**src/sv/rcs_pkg.sv**
```systemverilog
// rcs_pkg: widths, codes and shared types of the roi contrast stretch block
// used by rcs_divider and roi_contrast_stretch; no dependencies
`default_nettype none

package rcs_pkg;

  localparam int unsigned PIX_W     = 8;
  localparam int unsigned CFG_IDX_W = 2;
  localparam int unsigned SCL_W     = 13;   // 20p, 21m, 19M and the denominator
  localparam int unsigned NUM_W     = 21;   // numerator, at most 255 * 4845
  localparam int unsigned DIFF_W    = PIX_W + 2;
  localparam int unsigned PROD_W    = SCL_W + 1 + DIFF_W;

  localparam logic [SCL_W-1:0] P_MUL  = SCL_W'(20);
  localparam logic [SCL_W-1:0] LO_MUL = SCL_W'(21);
  localparam logic [SCL_W-1:0] HI_MUL = SCL_W'(19);

  localparam logic [PIX_W-1:0] MIN_RESET  = '1;
  localparam logic [PIX_W-1:0] MAX_RESET  = '0;
  localparam logic [PIX_W-1:0] LOW_RESET  = '0;
  localparam logic [PIX_W-1:0] HIGH_RESET = '1;

  typedef enum logic {
    CMD_MEASURE = 1'b0,
    CMD_APPLY   = 1'b1
  } cmd_t;

  typedef enum logic [CFG_IDX_W-1:0] {
    REG_OUT_LOW  = 2'd0,
    REG_OUT_HIGH = 2'd1
  } cfg_reg_t;

  typedef struct packed {
    logic busy;
    logic done;
  } div_status_t;

endpackage

`default_nettype wire

```
**src/sv/roi_contrast_stretch.sv**
```systemverilog
// roi_contrast_stretch: min/max measure and linear contrast stretch of 8-bit pixels
// depends on rcs_pkg and rcs_divider
//
//   channel  dir  tdata            tuser                  note
//   s_axis   in   [7:0] pixel      [0] cmd [1] new_region measure or apply beat
//   m_axis   out  [7:0] pixel_out  -                      one beat per apply
//   cfg      in   [7:0] cfg_data   cfg_index [1:0]        out_low, out_high
//
// measure beat: the running min and max update and the block stays ready for the next beat
// apply beat outside the cuts or with a flat range: through S_CUT to S_OUT, no multiply or divide
// apply beat inside the cuts: through S_CUT, S_MUL1, S_MUL2, S_DSTART, the 21-step serial divider and S_OUT
// an apply result waits in the output register; a stall there holds the block
// after rst: running min 255, max 0, out_low 0, out_high 255; no clearing pass
`default_nettype none

module roi_contrast_stretch (
  input  wire logic                          clk,
  input  wire logic                          rst,
  input  wire logic                          s_axis_tvalid,
  output logic                               s_axis_tready,
  input  wire logic [7:0]                    s_axis_tdata,   // pixel_value
  input  wire logic [1:0]                    s_axis_tuser,   // cmd, new_region
  output logic                               m_axis_tvalid,
  input  wire logic                          m_axis_tready,
  output logic      [7:0]                    m_axis_tdata,   // pixel_out
  input  wire logic                          cfg_valid,
  output logic                               cfg_ready,
  input  wire logic [rcs_pkg::CFG_IDX_W-1:0] cfg_index,
  input  wire logic [7:0]                    cfg_data
);

  localparam int unsigned PW = rcs_pkg::PIX_W;
  localparam int unsigned SW = rcs_pkg::SCL_W;

  typedef enum logic [2:0] {
    S_IDLE,
    S_CUT,
    S_MUL1,
    S_MUL2,
    S_DSTART,
    S_DIV,
    S_OUT
  } state_t;

  state_t state;

  logic [PW-1:0] running_min;
  logic [PW-1:0] running_max;
  logic [PW-1:0] out_low;
  logic [PW-1:0] out_high;
  logic [PW-1:0] pix;
  logic [PW-1:0] result;
  logic [SW-1:0] p_offset;
  logic [SW-1:0] den;
  logic signed [rcs_pkg::PROD_W-1:0] acc;

  logic          in_beat;
  logic [PW-1:0] meas_min;
  logic [PW-1:0] meas_max;
  logic [SW-1:0] p20;
  logic [SW-1:0] lo;
  logic [SW-1:0] hi;

  logic signed [SW:0]                  mul_x;
  logic signed [rcs_pkg::DIFF_W-1:0]   mul_y;
  logic signed [rcs_pkg::PROD_W-1:0]   prod;

  logic                           div_start;
  rcs_pkg::div_status_t           div_status;
  logic [rcs_pkg::NUM_W-1:0]      div_quo;

  assign s_axis_tready = (state == S_IDLE);
  assign cfg_ready     = 1'b1;
  assign in_beat       = s_axis_tvalid && s_axis_tready;
  assign div_start     = (state == S_DSTART);

  // measure fold
  always_comb begin
    meas_min = s_axis_tuser[1] ? rcs_pkg::MIN_RESET : running_min;
    meas_max = s_axis_tuser[1] ? rcs_pkg::MAX_RESET : running_max;
    if (s_axis_tdata < meas_min) meas_min = s_axis_tdata;
    if (s_axis_tdata > meas_max) meas_max = s_axis_tdata;
  end

  // scaled cuts
  assign p20 = SW'(pix) * rcs_pkg::P_MUL;
  assign lo  = SW'(running_min) * rcs_pkg::LO_MUL;
  assign hi  = SW'(running_max) * rcs_pkg::HI_MUL;

  // shared multiplier: d*(b-a), then den*a
  always_comb begin
    if (state == S_MUL1) begin
      mul_x = $signed({1'b0, p_offset});
      mul_y = $signed({2'b00, out_high}) - $signed({2'b00, out_low});
    end else begin
      mul_x = $signed({1'b0, den});
      mul_y = $signed({2'b00, out_low});
    end
  end
  assign prod = rcs_pkg::PROD_W'(mul_x) * rcs_pkg::PROD_W'(mul_y);

  rcs_divider u_div (
    .clk      (clk),
    .rst      (rst),
    .start    (div_start),
    .dividend (acc[rcs_pkg::NUM_W-1:0]),
    .divisor  (den),
    .status   (div_status),
    .quotient (div_quo)
  );

  always_ff @(posedge clk) begin
    if (rst) begin
      state         <= S_IDLE;
      running_min   <= rcs_pkg::MIN_RESET;
      running_max   <= rcs_pkg::MAX_RESET;
      out_low       <= rcs_pkg::LOW_RESET;
      out_high      <= rcs_pkg::HIGH_RESET;
      m_axis_tvalid <= 1'b0;
    end else begin
      if (cfg_valid && cfg_ready) begin
        unique case (cfg_index)
          rcs_pkg::REG_OUT_LOW:  out_low  <= cfg_data;
          rcs_pkg::REG_OUT_HIGH: out_high <= cfg_data;
          default: ;
        endcase
      end
      if (m_axis_tvalid && m_axis_tready && state != S_OUT) m_axis_tvalid <= 1'b0;

      unique case (state)
        S_IDLE: begin
          if (in_beat) begin
            if (rcs_pkg::cmd_t'(s_axis_tuser[0]) == rcs_pkg::CMD_APPLY) begin
              pix   <= s_axis_tdata;
              state <= S_CUT;
            end else begin
              running_min <= meas_min;
              running_max <= meas_max;
            end
          end
        end
        S_CUT: begin
          p_offset <= p20 - lo;
          den      <= hi - lo;
          priority if (p20 < lo) begin
            result <= out_low;
            state  <= S_OUT;
          end else if (p20 > hi) begin
            result <= out_high;
            state  <= S_OUT;
          end else if (hi == lo) begin
            result <= out_low;
            state  <= S_OUT;
          end else begin
            state <= S_MUL1;
          end
        end
        S_MUL1: begin
          acc   <= prod;
          state <= S_MUL2;
        end
        S_MUL2: begin
          acc   <= acc + prod;
          state <= S_DSTART;
        end
        S_DSTART: begin
          state <= S_DIV;
        end
        S_DIV: begin
          if (div_status.done) begin
            result <= (div_quo > rcs_pkg::NUM_W'(8'hFF)) ? '1 : div_quo[PW-1:0];
            state  <= S_OUT;
          end
        end
        S_OUT: begin
          if (!m_axis_tvalid || m_axis_tready) begin
            m_axis_tdata  <= result;
            m_axis_tvalid <= 1'b1;
            state         <= S_IDLE;
          end
        end
        default: state <= S_IDLE;
      endcase
    end
  end

  a_ready_div_idle: assert property (@(posedge clk) disable iff (rst)
    s_axis_tready |-> !div_status.busy)
    else $error("input ready while divider busy");

  a_minmax_order: assert property (@(posedge clk) disable iff (rst)
    (running_min <= running_max) || (running_min == rcs_pkg::MIN_RESET &&
    running_max == rcs_pkg::MAX_RESET))
    else $error("running min above running max");

  a_div_tracks: assert property (@(posedge clk) disable iff (rst)
    (state == S_DIV) |-> (div_status.busy || div_status.done))
    else $error("waiting on divider that is not running");

  a_done_to_out: assert property (@(posedge clk) disable iff (rst)
    div_status.done |=> (state == S_OUT))
    else $error("divider result not taken");

endmodule

`default_nettype wire

```
**src/sv/rcs_divider.sv**
```systemverilog
// rcs_divider: restoring radix-2 divider, one quotient bit per cycle while busy
// depends on rcs_pkg for widths and the status struct
`default_nettype none

module rcs_divider (
  input  wire logic                      clk,
  input  wire logic                      rst,
  input  wire logic                      start,
  input  wire logic [rcs_pkg::NUM_W-1:0] dividend,
  input  wire logic [rcs_pkg::SCL_W-1:0] divisor,
  output rcs_pkg::div_status_t           status,
  output logic      [rcs_pkg::NUM_W-1:0] quotient
);

  localparam int unsigned CNT_W = $clog2(rcs_pkg::NUM_W);
  localparam logic [CNT_W-1:0] LAST = CNT_W'(rcs_pkg::NUM_W - 1);

  logic [rcs_pkg::SCL_W-1:0] rem;
  logic [rcs_pkg::SCL_W-1:0] den;
  logic [CNT_W-1:0]          count;
  logic                      busy;
  logic                      done;

  logic [rcs_pkg::SCL_W:0]   shifted;
  logic                      fits;
  logic [rcs_pkg::SCL_W:0]   diff;

  assign shifted = {rem, quotient[rcs_pkg::NUM_W-1]};
  assign fits    = shifted >= {1'b0, den};
  assign diff    = shifted - {1'b0, den};

  always_ff @(posedge clk) begin
    if (rst) begin
      busy  <= 1'b0;
      done  <= 1'b0;
      count <= '0;
    end else begin
      done <= 1'b0;
      if (start) begin
        busy     <= 1'b1;
        count    <= '0;
        rem      <= '0;
        den      <= divisor;
        quotient <= dividend;
      end else if (busy) begin
        rem      <= fits ? diff[rcs_pkg::SCL_W-1:0] : shifted[rcs_pkg::SCL_W-1:0];
        quotient <= {quotient[rcs_pkg::NUM_W-2:0], fits};
        count    <= count + CNT_W'(1);
        if (count == LAST) begin
          busy <= 1'b0;
          done <= 1'b1;
        end
      end
    end
  end

  assign status.busy = busy;
  assign status.done = done;

endmodule

`default_nettype wire
```
**config.mk**
```make
export PLATFORM = sky130hd
export DESIGN_NAME = roi_contrast_stretch
export DESIGN_NICKNAME = d
export VERILOG_FILES = /design/src/sv/rcs_pkg.sv /design/src/sv/roi_contrast_stretch.sv /design/src/sv/rcs_divider.sv
export SDC_FILE = /design/constraint.sdc
export NUM_CORES = 1
export LEC_CHECK = 0
export BUFFER_PORTS_ARGS = -buffer_cell sky130_fd_sc_hd__buf_2
export CAP_MARGIN = 20
export CORE_AREA = 5 5 169 171
export DETAILED_ROUTE_END_ITERATION = 10
export DIE_AREA = 0 0 174 176
export GPL_TIMING_DRIVEN = 1
export PLACE_DENSITY = 0.73
export REMOVE_ABC_BUFFERS = 1
export SLEW_MARGIN = 20
export SYNTH_ARGS = -nofsm -noshare
export SYNTH_HDL_FRONTEND = slang
export SYNTH_SLANG_ARGS = --single-unit
```
**constraint.sdc**
```tcl
create_clock -name clk -period 9.6 [get_ports clk]
set_input_delay 0.48 -clock clk [delete_from_list [all_inputs] [get_ports clk]]
set_output_delay 0.48 -clock clk [all_outputs]
set_load 0.02 [all_outputs]
```
## Word-level counts from Yosys, hierarchy flattened

Cells that the tools add are included.
W data, S select, Z words.

- Register bits: 164
- Output and inout port bits: 11
- Logic and storage cells: 107

- $add $sub $neg: 6
- Multipliers: 4
- Magnitude comparators: 6
- Eq/ne operators: 15
- Multiplexer cells: 32
- Bitwise logic cells: 3
- Reduce and logical (&&, ||, !) cells: 23

Operators by type and width:

| cell | number |
|---|---|
| $mux W8 | 9 |
| $pmux W24 S2 | 1 |
| $mux W21 | 2 |
| $mux W13 | 3 |
| $sub A13 B13 Y13 | 3 |
| $mul A8 B5 Y13 const B | 2 |
| $add A24 B24 Y24 | 1 |
| $mul A14 B10 Y24 | 1 |
| $gt A21 B8 Y1 const B | 1 |
| $mux W3 | 7 |
| $pmux W3 S7 | 1 |
| $pmux W8 S2 | 1 |
| $ge A14 B13 Y1 | 1 |
| $eq A13 B13 Y1 | 1 |
| $gt A13 B13 Y1 | 1 |
| $lt A13 B13 Y1 | 1 |
| $reduce_and A2 Y1 | 6 |
| $reduce_and A4 Y1 | 3 |
| $mul A8 B3 Y11 const B | 1 |
| $mux W10 | 1 |
| $eq A3 B3 Y1 const B | 3 |
| $sub A8 B8 Y9 | 1 |
| $gt A8 B8 Y1 | 1 |
| $lt A8 B8 Y1 | 1 |
| other kinds (20) | 36 |

## Logic depth before layout (Yosys ltp)

- Depth after elaboration: 6
- Depth in mapped cells: 36
- Gate-level depth less buffers: 36

## Cells and area by module

A second synthesis with hierarchy kept.

- Cell total of the unflattened synthesis: 1748
- Area, all modules: 16071.7 sq um

Modules (own cells, without submodules):

| module | instances | cells an instance | area an instance (sq um) | seq. area each (sq um) |
|---|---|---|---|---|
| roi_contrast_stretch | 1 | 1489 | 13086.3 | 2852.7 |
| rcs_divider | 1 | 259 | 2985.4 | 1551.5 |

## Worst setup path after synthesis

OpenSTA, ideal clock, no wires.

- Path type: reg2reg
- Start: register out_low[0]
- End: register acc[20] (netlist name), data pin
- Arrival: 7.625 ns
- Slack: 1.717 ns
- Stages on the path, launching flop included: 35
- Period minus slack after synthesis: 7.883 ns
- Path through: dfxtp_1 > ha_1 > inv_1 > fa_1 > a21o_1 > a21oi_1 > o21ai_0 > nor2_1 > xnor2_1 > a21oi_1 > nor2_1 > fa_1 > inv_1 > fa_1 > inv_1 > fa_1 > fa_1 > inv_1 > fa_1 > inv_1 > ha_1 > o21a_1 > nor2_1 > a21oi_1 > a21o_1 > a21oi_1 > xnor2_1 > ha_1 > a21o_1 > a21o_1 > a21oi_1 > a21oi_2 > or4_4 > nand3_2 > xnor2_1

- Word-level cells in the longest chain between the ends: 5

Ends and longest elaborated chain:

| element | line | source |
|---|---|---|
| from (decl) | roi_contrast_stretch.sv:49 | `logic [PW-1:0] out_low;` |
| from (signal assigned) | roi_contrast_stretch.sv:117 | `out_low <= rcs_pkg::LOW_RESET;` |
| from (signal assigned) | roi_contrast_stretch.sv:123 | `rcs_pkg::REG_OUT_LOW: out_low <= cfg_data;` |
| $sub A8 B8 Y9 | roi_contrast_stretch.sv:94 | `mul_y = $signed({2'b00, out_high}) - $signed({2'b00, out_low});` |
| $mux W10 * | roi_contrast_stretch.sv:92 | `if (state == S_MUL1) begin` |
| $mul A14 B10 Y24 * | roi_contrast_stretch.sv:100 | `assign prod = rcs_pkg::PROD_W'(mul_x) * rcs_pkg::PROD_W'(mul_y);` |
| $add A24 B24 Y24 | roi_contrast_stretch.sv:163 | `acc <= acc + prod;` |
| $pmux W24 S2 * | roi_contrast_stretch.sv:130 | `unique case (state)` |
| to (signal assigned) | roi_contrast_stretch.sv:159 | `acc <= prod;` |
| to (signal assigned) | roi_contrast_stretch.sv:163 |  |
| to (decl) | roi_contrast_stretch.sv:55 | `logic signed [rcs_pkg::PROD_W-1:0] acc;` |

Mark *: on every way between the ends. The rest lies on a longest branch, timed or not.
A chain may end at the register's enable or synchronous reset.

## Worst setup path in the final report

- Start: register out_low[1]
- End: register acc[20] (netlist name), data pin

Same word-level chain as after synthesis.

==> results.sh <==
export IMPL_drt_iter0_drc=768
export IMPL_r2r_start="out_low[1]"
export IMPL_r2r_end="acc[20]"
export IMPL_max_cap_violations=0
export IMPL_core_area_um2=26730
export IMPL_drt_wl_total_mm=35.93
export IMPL_clock_path_buffers=2
export IMPL_setup_violations=0
export IMPL_drv_slew=0
export IMPL_synth_main_ff_cell="edfxtp_1"
export IMPL_grt_pass1_vias=12080
export IMPL_ant_nets=0
export IMPL_io_buffers=34
export IMPL_total_power_mw=4.359
export IMPL_r2r_setup_slack_ns=0.74
export IMPL_grt_max_degree=41
export IMPL_post_cts_buffers=0
export IMPL_fin_ws_ns=0.7426
export IMPL_p_leak_nw=8.247
export IMPL_max_freq_ghz=0.1129
export IMPL_crit_path_frequent_cell="fa_1"
export IMPL_hold_class="in -> reg"
export IMPL_hold_depth=2
export IMPL_grt_ovfl_total=0
export IMPL_rows=60
export IMPL_die_h_um=176
export IMPL_numCtsBuffers=17
export IMPL_antenna_found_initial=1
export IMPL_ys_ff_latch=161
export IMPL_dp_slack_ns=0.8700
export IMPL_initial_core_util=0.5937
export IMPL_min_from="cfg_data[0]"
export IMPL_drive_gt1_frac=0.06937
export IMPL_power_density_nw_per_um2=255.7
export IMPL_syn_avg_cell_area_um2=9.155
export IMPL_min_period_over_period=0.9226
export IMPL_endpoint_kind="register"
export IMPL_ys_warn_count=0
export IMPL_cts_root_buffer="clkbuf_16"
export IMPL_worst_pin_slew_ns=0.9811
export IMPL_fin_nets=2094
export IMPL_tritoncts="yes"
export IMPL_path_class="reg -> reg"
export IMPL_status="finished, final reports clean"
export IMPL_finalSetupTns_ns=0
export IMPL_hold_buffers=0
export IMPL_cp_start_kind="register"
export IMPL_vdd_drop_max_mv=0.2463
export IMPL_insertedDiodeCount=0
export IMPL_grt_usage=0.2377
export IMPL_clk_latency_ns=0.45
export IMPL_fin_crit_ns=8.857
export IMPL_routabilityCongestion=0.9962
export IMPL_synthCells=1733
export IMPL_dpl_hpwl_mm=29.15
export IMPL_hold_path_end="out_high[0]"
export IMPL_crit_start="out_low[1]"
export IMPL_viasPerCell=5.747
export IMPL_fp_dieArea_um2=30620
export IMPL_clock_sinks=161
export IMPL_cts_resized=0
export IMPL_ios=36
export IMPL_clk_pin_slew_worst_paths_ns=0.09
export IMPL_first_pass_iters=5
export IMPL_areaGrowthSynthToFinish_pct=7.428
export IMPL_synth_cell_type_count=73
export IMPL_hold_violations=0
export IMPL_slew_headroom=0.3435
export IMPL_vias=12150
export IMPL_avgRoutedWirePerCell_um=17.00
export IMPL_fin_util=0.6378
export IMPL_synthesis_area_um2=15870
export IMPL_cp_required_ns=9.80
export IMPL_cpMaxStageDelayCell="o21ai_0"
export IMPL_dieWidth_um=174
export IMPL_cts_max_level=4
export IMPL_fin_skew_ns=0.02238
export IMPL_synth_edf_count=118
export IMPL_grt_pass1_wl_mm=59.52
export IMPL_post_route_drc_count=0
export IMPL_cp_max_fo=7
export IMPL_rsz0062_at_grt="false"
export IMPL_max_stage_delay_ns=0.54
export IMPL_synthArstFlopShare=0
export IMPL_crit_arrival_ns=9.06
export IMPL_ff2ff_path_depth=33
export IMPL_ys_seq_area_frac=0.2776
==> how the worst max path moves through the flow <==
| stage | end | slack, ns | cells past startpoint |
|---|---|---|---|
| 6_report | acc[20] | 0.74 | 33 |
| 5_1_grt | acc[20] | 0.34 | 33 |
| 4_1_cts | acc[20] | 0.87 | 33 |
| 3_5_place_dp | acc[20] | 0.87 | 33 |
| 3_3_place_gp | acc[20] | 1.13 | 34 |
| 2_1_floorplan | acc[20] | 1.72 | 34 |
==> sequential cells by signal, indices dropped and copies added, names as in the netlist, 13 cells and up <==
name / count
u_div.quotient: 21
p_offset: 13
acc: 21
den: 13
u_div.rem: 13
u_div.den: 13
==> layer usage <==
| metal | routed length [um] | global-route usage | part of all wire |
|---|---|---|---|
| met1 | 15610 | 0.3097 | 0.43 |
| met2 | 17990 | 0.4159 | 0.50 |
| met3 | 1477 | 0.03426 | 0.041 |
| met4 | 842 | 0.06730 | 0.023 |
| met5 | 13 | 0 | 0.00036 |
==> per-stage QoR <==
stage	instance area, um2	std cells	hold WS, ns
after floorplan	15700	1695	0.4003
after global placement	16410	2082	0.4028
after detailed placement	16410	2082	0.4062
after CTS	17040	2114	0.2630
after global routing	17050	2114	0.2631
final	17050	2114	0.2719
==> layout make-up <==
cell class,instances,area [um2]
clock buffer,17,425.4
clock inverter,15,201.4
multi-input combinational,1310,10490
fill,2200,9681
sequential,161,4404
tap,341,426.7
inverter,224,840.8
timing repair buffer,46,260.3
==> cells by family after synthesis <==
kind of cell,share of synthesized area
and+or+nand+nor,0.1635
adders and majority gates,0.2905
DFF,0.2776
other,0.0002363
muxes,0.03288
buffers and inverters,0.06324
AOI/OAI and AO/OA,0.1196
xor gates and xnor gates,0.05244
==> where the power goes <==
part / total [mW] / internal (mW) / switching, mW
registers: 0.997 / 0.934 / 0.0630
clock network: 0.723 / 0.361 / 0.362
logic: 2.64 / 1.12 / 1.52
==> cell usage after synthesis, drive strengths merged, types with 3 or more instances <==
cell,instances,share of area
inv,224,0.053
a21o,41,0.019
a211o,3,0.0017
a2111oi,3,0.0024
dfxtp,43,0.054
clkbuf,28,0.0066
nor3,29,0.0091
or3,8,0.0032
a31oi,8,0.0032
nor2b,19,0.0080
o31ai,5,0.0024
edfxtp,118,0.22
mux2i,42,0.026
a211oi,12,0.0057
o21a,16,0.0076
mux2,9,0.0064
o21bai,14,0.0066
nand3b,10,0.0047
nand2b,25,0.0099
and2,9,0.0035
a21oi,94,0.030
a22o,9,0.0050
xor2,31,0.017
a21boi,5,0.0024
nand2,231,0.055
nand3,23,0.0076
and3,6,0.0024
buf,10,0.0036
o21ai,55,0.018
xnor2,64,0.035
a41oi,4,0.0022
nor3b,9,0.0049
nor2,165,0.039
o41ai,6,0.0052
or4,3,0.0019
nand4,10,0.0039
fa,99,0.12
and4,5,0.0028
ha,210,0.17
or2,6,0.0024
==> worst max-delay path: cells and delay by family (launching register included) <==
family / cells / cell delay, ns
AO/OA/AOI/OAI: 14 / 2.94
buffers and inverters: 4 / 0.23
multiplexers: 1 / 0.47
flip-flops: 1 / 0.33
adder cells (fa/ha/maj): 8 / 3.56
AND/OR/NAND/NOR: 4 / 0.77
XOR/XNOR: 2 / 0.31
==> cells in the final DEF, fill, tap and decap left out, types with 10 or more instances in the layout <==
cell type,netlist,final
nand2_1,230,230
inv_1,223,223
ha_1,210,210
nor2_1,164,163
edfxtp_1,118,118
fa_1,99,99
a21oi_1,91,91
xnor2_1,64,64
o21ai_0,52,52
dfxtp_1,43,43
mux2i_1,42,42
a21o_1,41,41
buf_2,4,34
xor2_1,31,31
nor3_1,29,27
nand2b_1,25,25
nand3_1,22,22
nor2b_1,18,18
clkbuf_16,0,17
o21a_1,16,16
o21bai_1,14,14
a211oi_1,12,12
buf_4,2,12
nand4_1,10,10
nand3b_1,10,10
Note: power is estimated with default switching activity, not from simulation.
